`src/hw/rtl/json_string_escaper_top_assert.svh`:
```
// assertion macros for the json string escaper
// used by json_string_escaper_top; no other dependencies
`ifndef JSON_STRING_ESCAPER_TOP_ASSERT_SVH
`define JSON_STRING_ESCAPER_TOP_ASSERT_SVH
`ifndef SYNTHESIS
// clocked check, off while reset is asserted
`define JSE_ASSERT(label, prop, msg) \
  label: assert property (@(posedge clk_i) disable iff (!rst_ni) prop) else $error(msg);
// clocked check that also holds through reset
`define JSE_ASSERT_ALWAYS(label, prop, msg) \
  label: assert property (@(posedge clk_i) prop) else $error(msg);
`else
`define JSE_ASSERT(label, prop, msg)
`define JSE_ASSERT_ALWAYS(label, prop, msg)
`endif
`endif

```
`src/hw/rtl/jse_pkg.sv`:
```
// shared types, constants and helpers of the json string escaper
// no dependencies
package jse_pkg;

  localparam logic [15:0] BufferSizeReset   = 16'd256;
  localparam int unsigned QueueDepthDefault = 4;

  localparam logic [7:0] ByteBackslash = 8'h5C;
  localparam logic [7:0] ByteQuote     = 8'h22;
  localparam logic [7:0] ByteNewline   = 8'h0A;
  localparam logic [7:0] ByteReturn    = 8'h0D;
  localparam logic [7:0] ByteTab       = 8'h09;
  localparam logic [7:0] CtrlLimit     = 8'h20;
  localparam logic [7:0] CharN         = 8'h6E;
  localparam logic [7:0] CharR         = 8'h72;
  localparam logic [7:0] CharT         = 8'h74;
  localparam logic [7:0] CharU         = 8'h75;
  localparam logic [7:0] CharZero      = 8'h30;
  localparam logic [7:0] CharLowerA    = 8'h61;
  localparam logic [7:0] ByteNul       = 8'h00;

  // escape lengths in output bytes
  localparam logic [2:0] LenPlain = 3'd1;
  localparam logic [2:0] LenEsc   = 3'd2;
  localparam logic [2:0] LenUni   = 3'd6;
  localparam logic [2:0] LenTerm  = 3'd1;

  // reserve needed ahead of the current count
  localparam logic [16:0] RoomShort = 17'd2;
  localparam logic [16:0] RoomUni   = 17'd7;

  typedef enum logic [1:0] {
    KindPlain,
    KindEsc,
    KindUni,
    KindTerm
  } jse_kind_e;

  // one classified item waiting for the back end
  typedef struct packed {
    jse_kind_e   kind;
    logic [7:0]  data;
    logic [15:0] base;
    logic        trunc;
  } jse_desc_t;

  typedef struct packed {
    logic      valid;
    jse_desc_t desc;
  } jse_push_t;

  function automatic logic [7:0] hex_digit(input logic [3:0] nib);
    logic [7:0] res;
    if (nib < 4'd10) begin
      res = CharZero + {4'b0, nib};
    end else begin
      res = CharLowerA + {4'b0, nib} - 8'd10;
    end
    return res;
  endfunction

endpackage

```
`src/hw/rtl/jse_front.sv`:
```
// front end: accepts items, checks capacity, keeps the running count
// depends on jse_pkg
module jse_front (
  input  logic              clk_i,
  input  logic              rst_ni,
  input  logic              in_valid_i,
  output logic              in_ready_o,
  input  logic [7:0]        in_byte_i,
  input  logic              string_start_i,
  input  logic              string_end_i,
  input  logic [15:0]       buffer_size_i,
  input  logic              q_full_i,
  output jse_pkg::jse_push_t push_o
);
  import jse_pkg::*;

  logic [15:0] wt_q, wt_d, wt;
  logic        halted_q, halted_d, h;
  logic        accept, room_short, room_uni;
  jse_kind_e   kind;
  logic [7:0]  data;
  logic [2:0]  len;

  assign in_ready_o = !q_full_i;
  assign accept     = in_valid_i && !q_full_i;

  // classify the source byte
  always_comb begin
    kind = KindPlain;
    data = in_byte_i;
    len  = LenPlain;
    if (in_byte_i == ByteQuote || in_byte_i == ByteBackslash) begin
      kind = KindEsc;
      len  = LenEsc;
    end else if (in_byte_i == ByteNewline) begin
      kind = KindEsc;
      data = CharN;
      len  = LenEsc;
    end else if (in_byte_i == ByteReturn) begin
      kind = KindEsc;
      data = CharR;
      len  = LenEsc;
    end else if (in_byte_i == ByteTab) begin
      kind = KindEsc;
      data = CharT;
      len  = LenEsc;
    end else if (in_byte_i < CtrlLimit) begin
      kind = KindUni;
      len  = LenUni;
    end
  end

  always_comb begin
    wt         = string_start_i ? 16'd0 : wt_q;
    h          = string_start_i ? 1'b0 : halted_q;
    room_short = ({1'b0, wt} + RoomShort) < {1'b0, buffer_size_i};
    room_uni   = ({1'b0, wt} + RoomUni) < {1'b0, buffer_size_i};
    wt_d       = wt_q;
    halted_d   = halted_q;
    push_o.valid      = 1'b0;
    push_o.desc.kind  = kind;
    push_o.desc.data  = data;
    push_o.desc.base  = wt;
    push_o.desc.trunc = 1'b0;
    if (accept) begin
      wt_d     = wt;
      halted_d = h;
      if (string_end_i) begin
        push_o.valid      = 1'b1;
        push_o.desc.kind  = KindTerm;
        push_o.desc.data  = ByteNul;
        push_o.desc.trunc = h;
        wt_d              = 16'd0;
        halted_d          = 1'b0;
      end else if (!h) begin
        if (!room_short || (kind == KindUni && !room_uni)) begin
          halted_d = 1'b1;
        end else begin
          push_o.valid = 1'b1;
          wt_d         = wt + {13'b0, len};
        end
      end
    end
  end

  always_ff @(posedge clk_i or negedge rst_ni) begin
    if (!rst_ni) begin
      wt_q     <= 16'd0;
      halted_q <= 1'b0;
    end else begin
      wt_q     <= wt_d;
      halted_q <= halted_d;
    end
  end

endmodule

```
`src/hw/rtl/jse_queue.sv`:
```
// short queue of classified items between front and back end
// depends on jse_pkg
module jse_queue #(
  parameter int unsigned Depth = jse_pkg::QueueDepthDefault
) (
  input  logic               clk_i,
  input  logic               rst_ni,
  input  jse_pkg::jse_push_t push_i,
  output logic               full_o,
  input  logic               pop_i,
  output logic               valid_o,
  output jse_pkg::jse_desc_t data_o
);
  import jse_pkg::*;

  localparam int unsigned PtrW = (Depth > 1) ? $clog2(Depth) : 1;
  localparam int unsigned CntW = $clog2(Depth + 1);
  localparam logic [PtrW-1:0] PtrLast = PtrW'(Depth - 1);
  localparam logic [CntW-1:0] CntFull = CntW'(Depth);

  jse_desc_t       mem_q [Depth];
  logic [PtrW-1:0] wr_ptr_q, rd_ptr_q;
  logic [CntW-1:0] cnt_q;
  logic            do_push, do_pop;

  assign full_o  = (cnt_q == CntFull);
  assign valid_o = (cnt_q != '0);
  assign data_o  = mem_q[rd_ptr_q];
  assign do_push = push_i.valid && !full_o;
  assign do_pop  = pop_i && valid_o;

  always_ff @(posedge clk_i) begin
    if (do_push) begin
      mem_q[wr_ptr_q] <= push_i.desc;
    end
  end

  always_ff @(posedge clk_i or negedge rst_ni) begin
    if (!rst_ni) begin
      wr_ptr_q <= '0;
      rd_ptr_q <= '0;
      cnt_q    <= '0;
    end else begin
      if (do_push) begin
        wr_ptr_q <= (wr_ptr_q == PtrLast) ? '0 : wr_ptr_q + 1'b1;
      end
      if (do_pop) begin
        rd_ptr_q <= (rd_ptr_q == PtrLast) ? '0 : rd_ptr_q + 1'b1;
      end
      if (do_push && !do_pop) begin
        cnt_q <= cnt_q + 1'b1;
      end else if (do_pop && !do_push) begin
        cnt_q <= cnt_q - 1'b1;
      end
    end
  end

endmodule

```
`src/hw/rtl/jse_back.sv`:
```
// back end: expands one classified item into its output bytes
// depends on jse_pkg
module jse_back (
  input  logic               clk_i,
  input  logic               rst_ni,
  input  logic               q_valid_i,
  input  jse_pkg::jse_desc_t q_data_i,
  output logic               q_pop_o,
  output logic               out_valid_o,
  input  logic               out_ready_i,
  output logic [7:0]         out_byte_o,
  output logic               run_last_o,
  output logic               is_terminator_o,
  output logic [15:0]        written_count_o,
  output logic               was_truncated_o
);
  import jse_pkg::*;

  logic [2:0]  idx_q, len;
  logic        load, last;
  logic [7:0]  byte_d;
  logic [15:0] count_d;

  logic        out_valid_q, run_last_q, term_q, trunc_q;
  logic [7:0]  out_byte_q;
  logic [15:0] count_q;

  assign load    = q_valid_i && (!out_valid_q || out_ready_i);
  assign last    = (idx_q == len - 3'd1);
  assign q_pop_o = load && last;

  always_comb begin
    len    = LenPlain;
    byte_d = q_data_i.data;
    case (q_data_i.kind)
      KindPlain: begin
        len = LenPlain;
      end
      KindEsc: begin
        len = LenEsc;
        if (idx_q == 3'd0) begin
          byte_d = ByteBackslash;
        end
      end
      KindUni: begin
        len = LenUni;
        case (idx_q)
          3'd0:    byte_d = ByteBackslash;
          3'd1:    byte_d = CharU;
          3'd2:    byte_d = CharZero;
          3'd3:    byte_d = CharZero;
          3'd4:    byte_d = hex_digit(q_data_i.data[7:4]);
          default: byte_d = hex_digit(q_data_i.data[3:0]);
        endcase
      end
      KindTerm: begin
        len    = LenTerm;
        byte_d = ByteNul;
      end
      default: begin
        len = LenPlain;
      end
    endcase
    count_d = (q_data_i.kind == KindTerm) ? q_data_i.base
                                          : q_data_i.base + {13'b0, idx_q} + 16'd1;
  end

  always_ff @(posedge clk_i or negedge rst_ni) begin
    if (!rst_ni) begin
      idx_q       <= 3'd0;
      out_valid_q <= 1'b0;
    end else begin
      if (load) begin
        idx_q       <= last ? 3'd0 : idx_q + 3'd1;
        out_valid_q <= 1'b1;
      end else if (out_ready_i) begin
        out_valid_q <= 1'b0;
      end
    end
  end

  always_ff @(posedge clk_i) begin
    if (load) begin
      out_byte_q <= byte_d;
      run_last_q <= last;
      term_q     <= (q_data_i.kind == KindTerm);
      count_q    <= count_d;
      trunc_q    <= (q_data_i.kind == KindTerm) && q_data_i.trunc;
    end
  end

  assign out_valid_o     = out_valid_q;
  assign out_byte_o      = out_byte_q;
  assign run_last_o      = run_last_q;
  assign is_terminator_o = term_q;
  assign written_count_o = count_q;
  assign was_truncated_o = trunc_q;

endmodule

```
`src/hw/rtl/json_string_escaper_top.sv`:
```
// path: an accepted item is written into the classified-item queue, and its
// bytes then pass one by one through the back end's output register
// throughput unstalled: one output byte per cycle; a plain byte item every cycle,
// an escape holds the back end for 2 bytes, a \u00xx escape for 6
// input stalls only when the classified-item queue (QueueDepth entries) fills
// reset: asynchronous, active low; clears count, halt flag and queue, and
// sets buffer_size to 256; no clearing pass is needed
`include "json_string_escaper_top_assert.svh"
module json_string_escaper_top #(
  parameter int unsigned QueueDepth = jse_pkg::QueueDepthDefault
) (
  input  logic        clk_i,
  input  logic        rst_ni,
  // configuration write channel
  input  logic        cfg_valid_i,
  output logic        cfg_ready_o,
  input  logic [15:0] cfg_data_i,
  // source bytes
  input  logic        in_valid_i,
  output logic        in_ready_o,
  input  logic [7:0]  in_byte_i,
  input  logic        string_start_i,
  input  logic        string_end_i,
  // escaped bytes
  output logic        out_valid_o,
  input  logic        out_ready_i,
  output logic [7:0]  out_byte_o,
  output logic        run_last_o,
  output logic        is_terminator_o,
  output logic [15:0] written_count_o,
  output logic        was_truncated_o
);
  import jse_pkg::*;

  // capacity register, including the closing nul
  logic [15:0] buffer_size_q;

  jse_push_t push;
  jse_desc_t q_data;
  logic      q_full, q_valid, q_pop;

  // the user must issue writes only while idle (unchecked); port is always open
  assign cfg_ready_o = 1'b1;

  always_ff @(posedge clk_i or negedge rst_ni) begin
    if (!rst_ni) begin
      buffer_size_q <= BufferSizeReset;
    end else if (cfg_valid_i) begin
      buffer_size_q <= cfg_data_i;
    end
  end

  // front: capacity check, running count; one item per cycle unless queue is full
  jse_front u_front (
    .clk_i          (clk_i),
    .rst_ni         (rst_ni),
    .in_valid_i     (in_valid_i),
    .in_ready_o     (in_ready_o),
    .in_byte_i      (in_byte_i),
    .string_start_i (string_start_i),
    .string_end_i   (string_end_i),
    .buffer_size_i  (buffer_size_q),
    .q_full_i       (q_full),
    .push_o         (push)
  );

  // decouples the front from the multi-byte expansion of the back end
  jse_queue #(
    .Depth (QueueDepth)
  ) u_queue (
    .clk_i   (clk_i),
    .rst_ni  (rst_ni),
    .push_i  (push),
    .full_o  (q_full),
    .pop_i   (q_pop),
    .valid_o (q_valid),
    .data_o  (q_data)
  );

  // back: one output byte per cycle into its register while out_ready_i is high
  jse_back u_back (
    .clk_i           (clk_i),
    .rst_ni          (rst_ni),
    .q_valid_i       (q_valid),
    .q_data_i        (q_data),
    .q_pop_o         (q_pop),
    .out_valid_o     (out_valid_o),
    .out_ready_i     (out_ready_i),
    .out_byte_o      (out_byte_o),
    .run_last_o      (run_last_o),
    .is_terminator_o (is_terminator_o),
    .written_count_o (written_count_o),
    .was_truncated_o (was_truncated_o)
  );

  // the terminator is always a run of one byte
  `JSE_ASSERT(a_term_is_last, out_valid_o && is_terminator_o |-> run_last_o, "terminator not last")
  // truncation is only reported on the closing nul
  `JSE_ASSERT(a_trunc_on_term, out_valid_o && !is_terminator_o |-> !was_truncated_o, "stray trunc")
  // a taken byte that is not the end of its run is followed by the rest of the run
  `JSE_ASSERT(a_run_continues, out_valid_o && out_ready_i && !run_last_o |=> out_valid_o, "run broken")
  // input back-pressure only comes from a queue holding items
  `JSE_ASSERT(a_stall_has_work, !in_ready_o |-> q_valid, "stall with empty queue")

endmodule

```
`config.mk`:
```
export PLATFORM = sky130hd
export DESIGN_NAME = json_string_escaper_top
export DESIGN_NICKNAME = d
export VERILOG_FILES = /design/src/hw/rtl/jse_pkg.sv /design/src/hw/rtl/jse_front.sv /design/src/hw/rtl/jse_queue.sv /design/src/hw/rtl/jse_back.sv /design/src/hw/rtl/json_string_escaper_top.sv
export VERILOG_INCLUDE_DIRS = /design/src /design/src/hw/rtl
export SDC_FILE = /design/constraint.sdc
export NUM_CORES = 1
export LEC_CHECK = 0
export BUFFER_PORTS_ARGS = -buffer_cell sky130_fd_sc_hd__buf_2
export CAP_MARGIN = 5
export CORE_MARGIN = 1.5
export CORE_UTILIZATION = 65
export CTS_BUF_LIST = sky130_fd_sc_hd__clkbuf_8
export CTS_CLUSTER_DIAMETER = 120
export CTS_CLUSTER_SIZE = 20
export DETAILED_ROUTE_END_ITERATION = 16
export PLACE_DENSITY_LB_ADDON = 0.15
export SETUP_SLACK_MARGIN = 0.02
export SYNTH_ARGS = -nofsm -noshare
export SYNTH_HDL_FRONTEND = slang
export SYNTH_SLANG_ARGS = --single-unit
```
`constraint.sdc`:
```
create_clock -name clk_i -period 7.8 [get_ports clk_i]
set_clock_uncertainty 0.15 [all_clocks]
set_input_delay 1.56 -clock clk_i [delete_from_list [all_inputs] [get_ports clk_i]]
set_output_delay 1.56 -clock clk_i [all_outputs]
set_load 0.03 [all_outputs]
```
==> run metrics, run 1 <==
run status=finished, final reports clean; Top FF cell, synth=edfxtp_1; global-route track usage on met3=~5.0%; M1 GR Usage=between 30% and 40%; post-synthesis sequential area ratio=54.3%; CTS tree=built; Placed Cells=1,009; Fill cells=930; r2r setup slk=approximately 2600 ps; multi-input combinational cell area=4030 um2; Num CTS Buffers=17; final-stage net count=938; initial antenna violation count=0; Post-synth EDFFs=135; I/O Pins=61; setup_tns=0 ps; number of nets with antenna violations after routing=0; ys async rst share=24.6%; DRT iter0 DRCs=628; Period minus WS final=just over 6000 ps; routability cong.=0.930; Worst Setup End Kind=flip-flop; residual DRC count=0; IO Port Bufs=59; grt total ovfl=0; library cells used by synthesis=78; effective utilization at floorplan=67.4%; final WL=21,000 um; drt first pass iters=5; # resized after CTS=0; maxcap violations=0; Die ar.=15,300 um2; Gate Count Post-Synth=783; Synth top area share=a little over two fifths; worst-margin pin slew=1170 ps; floorplan row count=43; CP startpoint kind=input port; CP required=8040 ps; unrepaired setup endpoints after global routing=false; overall power=between 3 and 4 mW; CTS Hold Bufs=0; via/cell ratio=6.19; vias post-DR=6,450; wire length per cell=~20 um; CP max FO=30; Post-Syn Area=9500 um2; final non-filler cell total=about 1,000; Hold Fails Final Rpt=0; Achievable Freq=~160 MHz; crit path DAT=6360 ps; Slew Limit Fails=0; VDD IR max=0.195 mV; Clock Tree Buf Depth=2; core footprint=14,100 um2; largest area contributor in the netlist=edfxtp_1; clk_lat worst skew=roughly 470 ps; Die Height=~120 um; largest net degree at the start of global routing=45; Setup Crit Path Kind=in2reg; Mapped Nets=873; H-tree Lvls=4; layout cell share with drive strength beyond 1=a little under a fifth; synth top area cells=edfxtp_1 (43%), dfrtp_1 (11%), ha_1 (7.4%); sequential cell area=a little over 5000 um2; total track usage=29.3%; vias in the first global route=6,512; peak-usage layer in the global routing report=met2; worst hold path class=reg2reg; final setup vio count=0; Syn-to-layout area delta=9.62%; syn_area_per_cell=approximately 12 um2; clk root buf=clkbuf_8; GRT met2 Usage=48.2%; Ys Warns=0; HPWL Detailed=15,200 um; crit share post-route=approximately four fifths; Slew HR=21.6%; FF+latch count, synth=179; postcts setup bufs=0; Worst-path clk slew=90 ps; Sinks on Clock Net=between 150 and 200; Leak=4.14 nW; Cell Pwr Density=336 nW/um2; Die Wd=124 um; global-route wire length before repair=33,300 um
==> layout make-up <==
cell class / instances / area share, %
inverter: 51 / 1.84
clock inverter: 13 / 1.60
sequential: 179 / 49.5
multi-input combinational: 529 / 38.7
tap: 180 / 2.16
antenna: 1 / 0.0240
timing repair buffer: 70 / 3.63
clock buffer: 19 / 2.51
==> worst max-delay path, stage by stage <==
cell	delay, ps
buf_2	270
nor2b_1	540
and2_1	260
nand3_1	130
nor2_1	240
and4_1	270
nand3_1	110
xor2_1	160
nor2_1	70
ha_1	310
and4_1	200
nand4_1	130
a211oi_1	110
nor4_4	560
a21oi_2	150
nor2_4	190
ha_1	220
inv_1	60
fa_1	370
xor2_1	170
nor2_1	120
xor2_1	160
==> path summary, 6_finish.rpt <==
path                                              start                         endpoint  cells after the start
max reg2reg                u_front.wt_q[10]$_DFFE_PN0P_     u_queue.cnt_q[2]$_DFFE_PN0P_                     21
min                        u_queue.cnt_q[2]$_DFFE_PN0P_     u_queue.cnt_q[2]$_DFFE_PN0P_                      1
max in group asynchronous                        rst_ni  u_queue.wr_ptr_q[1]$_DFFE_PN0P_                      2
max                                      string_start_i     u_queue.cnt_q[2]$_DFFE_PN0P_                     22
min reg2reg                u_queue.cnt_q[2]$_DFFE_PN0P_     u_queue.cnt_q[2]$_DFFE_PN0P_                      1
min in group asynchronous                        rst_ni    buffer_size_q[13]$_DFFE_PN0P_                      2
==> where the power goes <==
group	switching [mW]	internal (mW)	total [mW]
sequential	0.114	1.32	1.44
clock	0.359	0.315	0.674
combinational	0.861	0.523	1.38
total	1.33	2.16	3.49
==> cell usage after synthesis, types with 8 or more instances <==
| master | number |
|---|---|
| edfxtp_1 | 135 |
| o21ai_0 | 36 |
| nand2b_1 | 8 |
| nand2_1 | 82 |
| inv_1 | 49 |
| dfrtp_1 | 43 |
| a21oi_1 | 34 |
| ha_1 | 56 |
| xor2_1 | 19 |
| nand4_1 | 12 |
| nor2b_1 | 18 |
| clkbuf_1 | 13 |
| nand3_1 | 19 |
| o21ai_1 | 8 |
| and2_1 | 12 |
| mux4_2 | 26 |
| a21o_1 | 11 |
| xnor2_1 | 29 |
| nor2_1 | 54 |
==> cell families (layout without fill, tap and decap cells) <==
logic type	count (synthesis)	in the layout	share of synthesized area, %
and+or+nand+nor	255	255	14.0
DFF	179	179	54.3
AOI/OAI and AO/OA	130	130	8.60
buffers and inverters	75	153	3.28
adders and majority gates	59	59	8.01
xor gates and xnor gates	48	48	4.43
muxes	36	36	7.33
other	1	2	0.0395
==> state kept, by name (all words and copies together), names as in the netlist <==
| name | flops |
|---|---|
| buffer_size_q | 16 |
| u_back.idx_q | 3 |
| u_back.is_terminator_o | 1 |
| u_back.out_byte_o | 8 |
| u_back.out_valid_o | 1 |
| u_back.run_last_o | 1 |
| u_back.was_truncated_o | 1 |
| u_back.written_count_o | 16 |
| u_front.halted_q | 1 |
| u_front.wt_q | 16 |
| u_queue.cnt_q | 3 |
| u_queue.mem_q | 108 |
| u_queue.rd_ptr_q | 2 |
| u_queue.wr_ptr_q | 2 |
==> metrics by stage <==
step / setup slack (ps) / util [%] / area, um2 / hold slack [ps]
6_report: 1680 / 73.8 / 10400 / 354
5_1_grt: 1360 / 73.8 / 10400 / 393
4_1_cts: 1750 / 73.8 / 10400 / 360
3_5_place_dp: 1260 / 70.8 / 9980 / 342
3_3_place_gp: 1330 / 70.8 / 9980 / 318
2_1_floorplan: 1890 / - / 9500 / 314
==> layout by cell type (no fill, tap or decap), drive strengths merged, types with 10 or more instances in the layout <==
cell	instances
edfxtp	135
nand2	82
buf	70
inv	58
ha	56
nor2	56
o21ai	44
dfrtp	43
a21oi	36
xnor2	29
mux4	26
nand3	22
xor2	19
clkbuf	19
nor2b	19
and2	13
nand4	12
a21o	11
nand2b	10
==> routing by layer <==
| metal | vias up | wire length [um] |
|---|---|---|
| met4 | 0 | 458 |
| met3 | 38 | 1240 |
| met5 | - | 0 |
| met1 | 3173 | 9000 |
| li1 | 2995 | - |
| met2 | 244 | 10300 |
(Power assumes the default switching activity.)
==> run 2: changes to the inputs <==
--- a/config.mk
+++ b/config.mk
@@ -9,7 +9,7 @@
 export BUFFER_PORTS_ARGS = -buffer_cell sky130_fd_sc_hd__buf_2
 export CAP_MARGIN = 5
 export CORE_MARGIN = 1.5
-export CORE_UTILIZATION = 65
+export CORE_UTILIZATION = 57
 export CTS_BUF_LIST = sky130_fd_sc_hd__clkbuf_8
 export CTS_CLUSTER_DIAMETER = 120
 export CTS_CLUSTER_SIZE = 20
==> constraint.sdc (replaced) <==
create_clock -name clk_i -period 5.6 [get_ports clk_i]
set_clock_uncertainty 0.15 [all_clocks]
set_input_delay 1.12 -clock clk_i [delete_from_list [all_inputs] [get_ports clk_i]]
set_output_delay 1.12 -clock clk_i [all_outputs]
set_load 0.03 [all_outputs]
==> run metrics, run 2 (synthesis results as in run 1) <==
Slew HR=30.3% (+8.7 points); final setup vio count=0 (unchanged); crit path DAT=5240 ps (-1120 ps); clk root buf=clkbuf_8; Pint=3.01 mW (+39%); Period minus WS final=5030 ps; # resized after CTS=0 (unchanged); M1 GR Usage=33.7% (-5.6 points); HPWL Detailed=15,500 um (+2.5%); number of nets with antenna violations after routing=0 (unchanged); CTS tree=built; vias post-DR=6,380 (-1.1%); CTS Hold Bufs=0 (unchanged); IO Port Bufs=59 (unchanged); sequential cell fraction of total power=41.0% (about the same); CP startpoint kind=input port; Slew Limit Fails=0 (unchanged); CP required=5810 ps (-2230 ps); Antenna diodes=0 (-1); slowest stage cell, crit path=a211oi_1; VDD IR max=0.272 mV (+40%); wire length per cell=19.2 um (-5.0%); Clock Tree Buf Depth=2 (unchanged); sw frac=37.9% (-0.25 points); residual DRC count=0 (unchanged); unrepaired setup endpoints after global routing=false; Final WS setup=573 ps (-1100 ps); layout cell share with drive strength beyond 1=19.2% (+0.94 points); clk_lat worst skew=470 ps (about the same); global-route wire length before repair=33,300 um (about the same); I/O Pins=61 (unchanged); switching power total=1.84 mW (+38%); Clock Power Share=19.0% (-0.3 points); postcts setup bufs=0 (unchanged); Cell Pwr Density=458 nW/um2 (+36%); Hold Fails Final Rpt=0 (unchanged); via/cell ratio=5.85 (-5.5%); CP max FO=22 (-27%); effective utilization at floorplan=57.9% (-9.5 points); dpl ws=132 ps (-1120 ps); Setup Crit Path Kind=in2reg; core footprint=16,400 um2 (+16%); Leak=4.19 nW (+1.3%); most common cell after layout, fill and taps aside=edfxtp_1; global-route track usage on met3=4.08% (-0.96 points); crit share post-route=89.8%; Die Wd=132 um (+6.6%); setup_tns=0 ps (unchanged); floorplan row count=47 (+9.3%); peak-usage layer in the global routing report=met2; Worst-path clk slew=100 ps (about the same); Sinks on Clock Net=179 (unchanged); Num CTS Buffers=17 (unchanged); run status=finished, final reports clean; worst-margin pin slew=1040 ps (-130 ps); Die ar.=17,400 um2 (+14%); Die Height=132 um (+6.6%); Worst Path Buf+Inv=3 (+1); Largest delay share family, worst path=simple AND/OR/NAND/NOR gates; Syn-to-layout area delta=11.4%; most frequent cells in the layout=edfxtp_1 (135), nand2_1 (82), buf_2 (59); drt first pass iters=5 (unchanged); largest net degree at the start of global routing=45 (unchanged); routability cong.=0.935 (+0.46%); Design Area, Final=10,600 um2 (+1.6%); DRT iter0 DRCs=454 (-28%); Area after DPL=10,200 um2 (+1.8%); grt total ovfl=0 (unchanged); CP Cell Sequence=buf_2 -> buf_4 -> nor2b_1 -> and2_1 -> nand3_1 -> nor2_1 -> and4_1 -> nand3_1 -> xor2_1 -> nor2_1 -> ha_1 -> and4_1 -> nand4_1 -> a211oi_1 -> nor4_4 -> a21oi_2 -> nor2_4 -> ha_1 -> inv_1 -> fa_1 -> mux2_2; Biggest register=u_queue.mem_q; Achievable Freq=between 150 and 200 MHz; Largest register FFs=108 (unchanged); total track usage=25.2% (-4.2 points); H-tree Lvls=4 (unchanged); vias in the first global route=6,347 (-2.5%); Worst Setup End Kind=flip-flop; initial antenna violation count=0 (unchanged); worst hold path class=reg2reg; maxcap violations=0 (unchanged); final WL=20,900 um (-0.48%); CP peak stage delay=460 ps (-100 ps); final-stage net count=948 (+1.1%); Comb pwr share=40.1% (+0.5 points); GRT met2 Usage=41.1% (-7.1 points)
run 2: cell types whose count changed in the layout (fill, tap and decap cells not counted), sizes merged:
cell,delta
buf,+10
clkbuf,-2
clkinvlp,+2
clkinv,-1
diode,-1
inv,+1
run 2: power by group through the flow:
stage / combinational (mW) / sequential, mW / clock, mW
2_1_floorplan: 1.24 / 2.18 / 0
3_3_place_gp: 1.90 / 2.00 / 0
3_5_place_dp: 1.94 / 2.02 / 0
4_1_cts: 1.95 / 1.99 / 0.937
5_1_grt: 2.12 / 2.02 / 0.985
6_report: 1.94 / 1.98 / 0.920
run 2: metal layers:
metal  up-vias  part of all wire [%]
li1       3020                     -
met1      3102                    44
met2       220                    48
met3        38                   4.7
met4         0                   3.1
met5         -                     0
run 2: final timing paths:
path / end / cells past startpoint / slack [ps] / startpoint
max reg2reg: u_queue.cnt_q[2]$_DFFE_PN0P_ / 19 / 930 / u_front.wt_q[5]$_DFFE_PN0P_
min reg2reg: u_queue.cnt_q[2]$_DFFE_PN0P_ / 1 / 360 / u_queue.cnt_q[2]$_DFFE_PN0P_
min: u_queue.cnt_q[2]$_DFFE_PN0P_ / 1 / 360 / u_queue.cnt_q[2]$_DFFE_PN0P_
max in group asynchronous: u_front.wt_q[12]$_DFFE_PN0P_ / 1 / 3970 / rst_ni
min in group asynchronous: u_queue.wr_ptr_q[1]$_DFFE_PN0P_ / 1 / 680 / rst_ni
max: u_queue.cnt_q[1]$_DFFE_PN0P_ / 21 / 570 / string_start_i
run 2: metrics by stage:
stage | hold WS (ps) | power [mW] | util, % | instances
2_1_floorplan | 314 | 3.43 | - | 783
3_3_place_gp | 316 | 3.90 | 61.9 | 1059
3_5_place_dp | 351 | 3.96 | 61.9 | 1059
4_1_cts | 365 | 4.88 | 64.5 | 1091
5_1_grt | 381 | 5.13 | 64.5 | 1091
6_report | 356 | 4.84 | 64.5 | 1091
run 2: final cells by class:
class	count	area, um2
Clock buffer	17	234
Clock inverter	15	190
Fill cell	1305	5830
Inverter	51	191
Multi-Input combinational cell	529	4030
Sequential cell	179	5160
Tap cell	220	275
Timing Repair Buffer	80	503
==> run 3: changes to the inputs <==
--- a/config.mk
+++ b/config.mk
@@ -9,7 +9,7 @@
 export BUFFER_PORTS_ARGS = -buffer_cell sky130_fd_sc_hd__buf_2
 export CAP_MARGIN = 5
 export CORE_MARGIN = 1.5
-export CORE_UTILIZATION = 57
+export CORE_UTILIZATION = 65
 export CTS_BUF_LIST = sky130_fd_sc_hd__clkbuf_8
 export CTS_CLUSTER_DIAMETER = 120
 export CTS_CLUSTER_SIZE = 20
==> constraint.sdc (replaced) <==
create_clock -name clk_i -period 6.2 [get_ports clk_i]
set_clock_uncertainty 0.15 [all_clocks]
set_input_delay 1.24 -clock clk_i [delete_from_list [all_inputs] [get_ports clk_i]]
set_output_delay 1.24 -clock clk_i [all_outputs]
set_load 0.03 [all_outputs]
==> run metrics, run 3 (synthesis results as in run 1) <==
run status=finished, final reports clean; worst reg2reg startpoint=u_front.wt_q[1]$_DFFE_PN0P_; Antenna diodes=0 (unchanged); Comb pwr share=40.7% (+0.6 points); Syn-to-layout area delta=9.70%; HPWL Detailed=15,600 um (+0.38%); sequential cell fraction of total power=40.8% (-0.2 points); Slew Limit Fails=0 (unchanged); Biggest register=u_queue.mem_q; switching power total=1.69 mW (-7.8%); postcts setup bufs=0 (unchanged); Cell Pwr Density=424 nW/um2 (-7.3%); Pint=2.73 mW (-9.3%); Final WS setup=760 ps (+187 ps); routability cong.=0.963 (+3.1%); CP Cell Sequence=buf_2 -> nand2b_2 -> inv_2 -> and2_1 -> nand4_1 -> nor2_1 -> nand3_1 -> xor2_1 -> nor2_1 -> ha_1 -> a21o_1 -> a21oi_1 -> a21oi_1 -> a211o_1 -> nor4_4 -> a21oi_2 -> nor2_4 -> ha_1 -> inv_1 -> fa_1 -> xor2_1 -> nor2_1 -> xor2_1; CP required=6430 ps (+620 ps); Hold Fails Final Rpt=0 (unchanged); vias post-DR=6,554 (+2.7%); Worst Setup End Kind=flip-flop; Slew HR=24.8% (-5.5 points); Sinks on Clock Net=179 (unchanged); Clock Power Share=18.5% (-0.5 points); Die Wd=124 um (-6.2%); initial antenna violation count=0 (unchanged); most common cell after layout, fill and taps aside=edfxtp_1; Worst setup startpoint=string_start_i; floorplan row count=43 (-8.5%); unrepaired setup endpoints after global routing=false; effective utilization at floorplan=67.4% (+9.5 points); slowest stage cell, crit path=fa_1; clk root buf=clkbuf_8; r2r setup slk=1390 ps (+460 ps); via/cell ratio=6.27 (+7.1%); CTS tree=built; total track usage=30.3% (+5.1 points); grt total ovfl=0 (unchanged); Num CTS Buffers=17 (unchanged); dpl ws=323 ps (+192 ps); Leak=4.15 nW (-0.99%); Die ar.=15,300 um2 (-12%); Clock Tree Buf Depth=2 (unchanged); H-tree Lvls=4 (unchanged); core footprint=14,100 um2 (-14%); crit share post-route=87.7%; global-route wire length before repair=33,900 um (+1.9%); worst hold path class=reg2reg; Worst R2R Path Depth=20 (+1); Worst Hold Depth=2 (+1); worst hold endpoint=u_back.out_valid_o$_DFFE_PN0P_; I/O Pins=61 (unchanged); reg2reg end=u_queue.cnt_q[2]$_DFFE_PN0P_; Achievable Freq=184 MHz; overall power=4.42 mW (-8.7%); Die Height=124 um (-6.2%); final WL=22,100 um (+5.4%); sw frac=38.3% (+0.39 points); crit path DAT=5670 ps (+430 ps); most frequent cells in the layout=edfxtp_1 (135), nand2_1 (82), buf_2 (59); setup_tns=0 ps (unchanged); number of nets with antenna violations after routing=0 (unchanged); Worst-path clk slew=100 ps (about the same); CP peak stage delay=370 ps (-90 ps); CP max FO=20 (-9.1%); final-stage net count=943 (-0.53%); Largest register FFs=108 (unchanged); Setup Crit Path Kind=in2reg; Worst Hold Launch=u_back.out_valid_o$_DFFE_PN0P_; layout cell share with drive strength beyond 1=18.2% (-0.93 points); worst-margin pin slew=1130 ps (+82.8 ps); IO Port Bufs=59 (unchanged); residual DRC count=0 (unchanged); # resized after CTS=0 (unchanged); CTS Hold Bufs=0 (unchanged); largest net degree at the start of global routing=45 (unchanged); CP startpoint kind=input port; VDD IR max=0.379 mV (+39%); maxcap violations=0 (unchanged); DRT iter0 DRCs=757 (+67%); wire length per cell=21.1 um (+10%); final setup vio count=0 (unchanged); vias in the first global route=6,367 (+0.32%); clk_lat worst skew=470 ps (about the same); Period minus WS final=5440 ps; drt first pass iters=6 (+1)
-- run 3: cell types whose count changed in the layout (fill, tap and decap cells not counted) --
cell | previous run | this run
buf_12 | 4 | 0
inv_8 | 5 | 1
clkinv_1 | 0 | 2
clkinv_2 | 0 | 2
inv_1 | 49 | 51
inv_6 | 3 | 1
buf_4 | 17 | 16
bufinv_16 | 2 | 3
clkinv_8 | 1 | 0
-- run 3: worst max-delay path: cells and delay by family --
family	cells	cell delay, ps
buf+inv	3	370
xor+xnor	3	490
fa+ha+maj	3	870
simple gates	9	1820
compound gates	5	870
-- run 3: final cells by class --
type,count,area (um2)
Multi-Input combinational cell,529,4030
Sequential cell,179,5160
Clock inverter,15,166
Fill cell,929,3680
Clock buffer,17,234
Timing Repair Buffer,75,415
Tap cell,180,225
Inverter,51,191
-- run 3: per-stage QoR --
stage	hold WS, ps	std cells	area, um2	util [%]
2_1_floorplan	314	783	9500	-
3_3_place_gp	321	1014	10000	71.1
3_5_place_dp	363	1014	10000	71.1
4_1_cts	380	1046	10400	73.9
5_1_grt	395	1046	10400	73.9
6_report	372	1046	10400	73.9
-- run 3: worst max-delay path by stage --
stage	to	slack, ps	cells after the start
after floorplan	u_queue.mem_q[0][0]$_DFFE_PP_	610	18
after global placement	u_queue.cnt_q[2]$_DFFE_PN0P_	470	21
after detailed placement	u_queue.cnt_q[2]$_DFFE_PN0P_	320	21
after CTS	u_queue.cnt_q[2]$_DFFE_PN0P_	790	21
after global routing	u_queue.cnt_q[2]$_DFFE_PN0P_	490	21
final	u_queue.cnt_q[2]$_DFFE_PN0P_	760	23
-- run 3: layer usage --
| layer | share of wire (%) | vias to the layer above | track usage (%) | routed length, um |
|---|---|---|---|---|
| met4 | 2.5 | 0 | 9.70 | 556 |
| li1 | - | 3005 | - | - |
| met5 | 0 | - | 0 | 0 |
| met2 | 48 | 321 | 49.3 | 10700 |
| met1 | 42 | 3162 | 41.5 | 9320 |
| met3 | 6.9 | 66 | 5.91 | 1530 |
-- run 3: power by group through the flow --
stage               registers [mW]  clock network [mW]  logic, mW
finish                        1.80               0.818       1.80
global route                  1.83               0.865       1.94
CTS                           1.80               0.822       1.78
detailed placement            1.82                   0       1.74
global placement              1.80                   0       1.65
floorplan                     1.97                   0       1.12
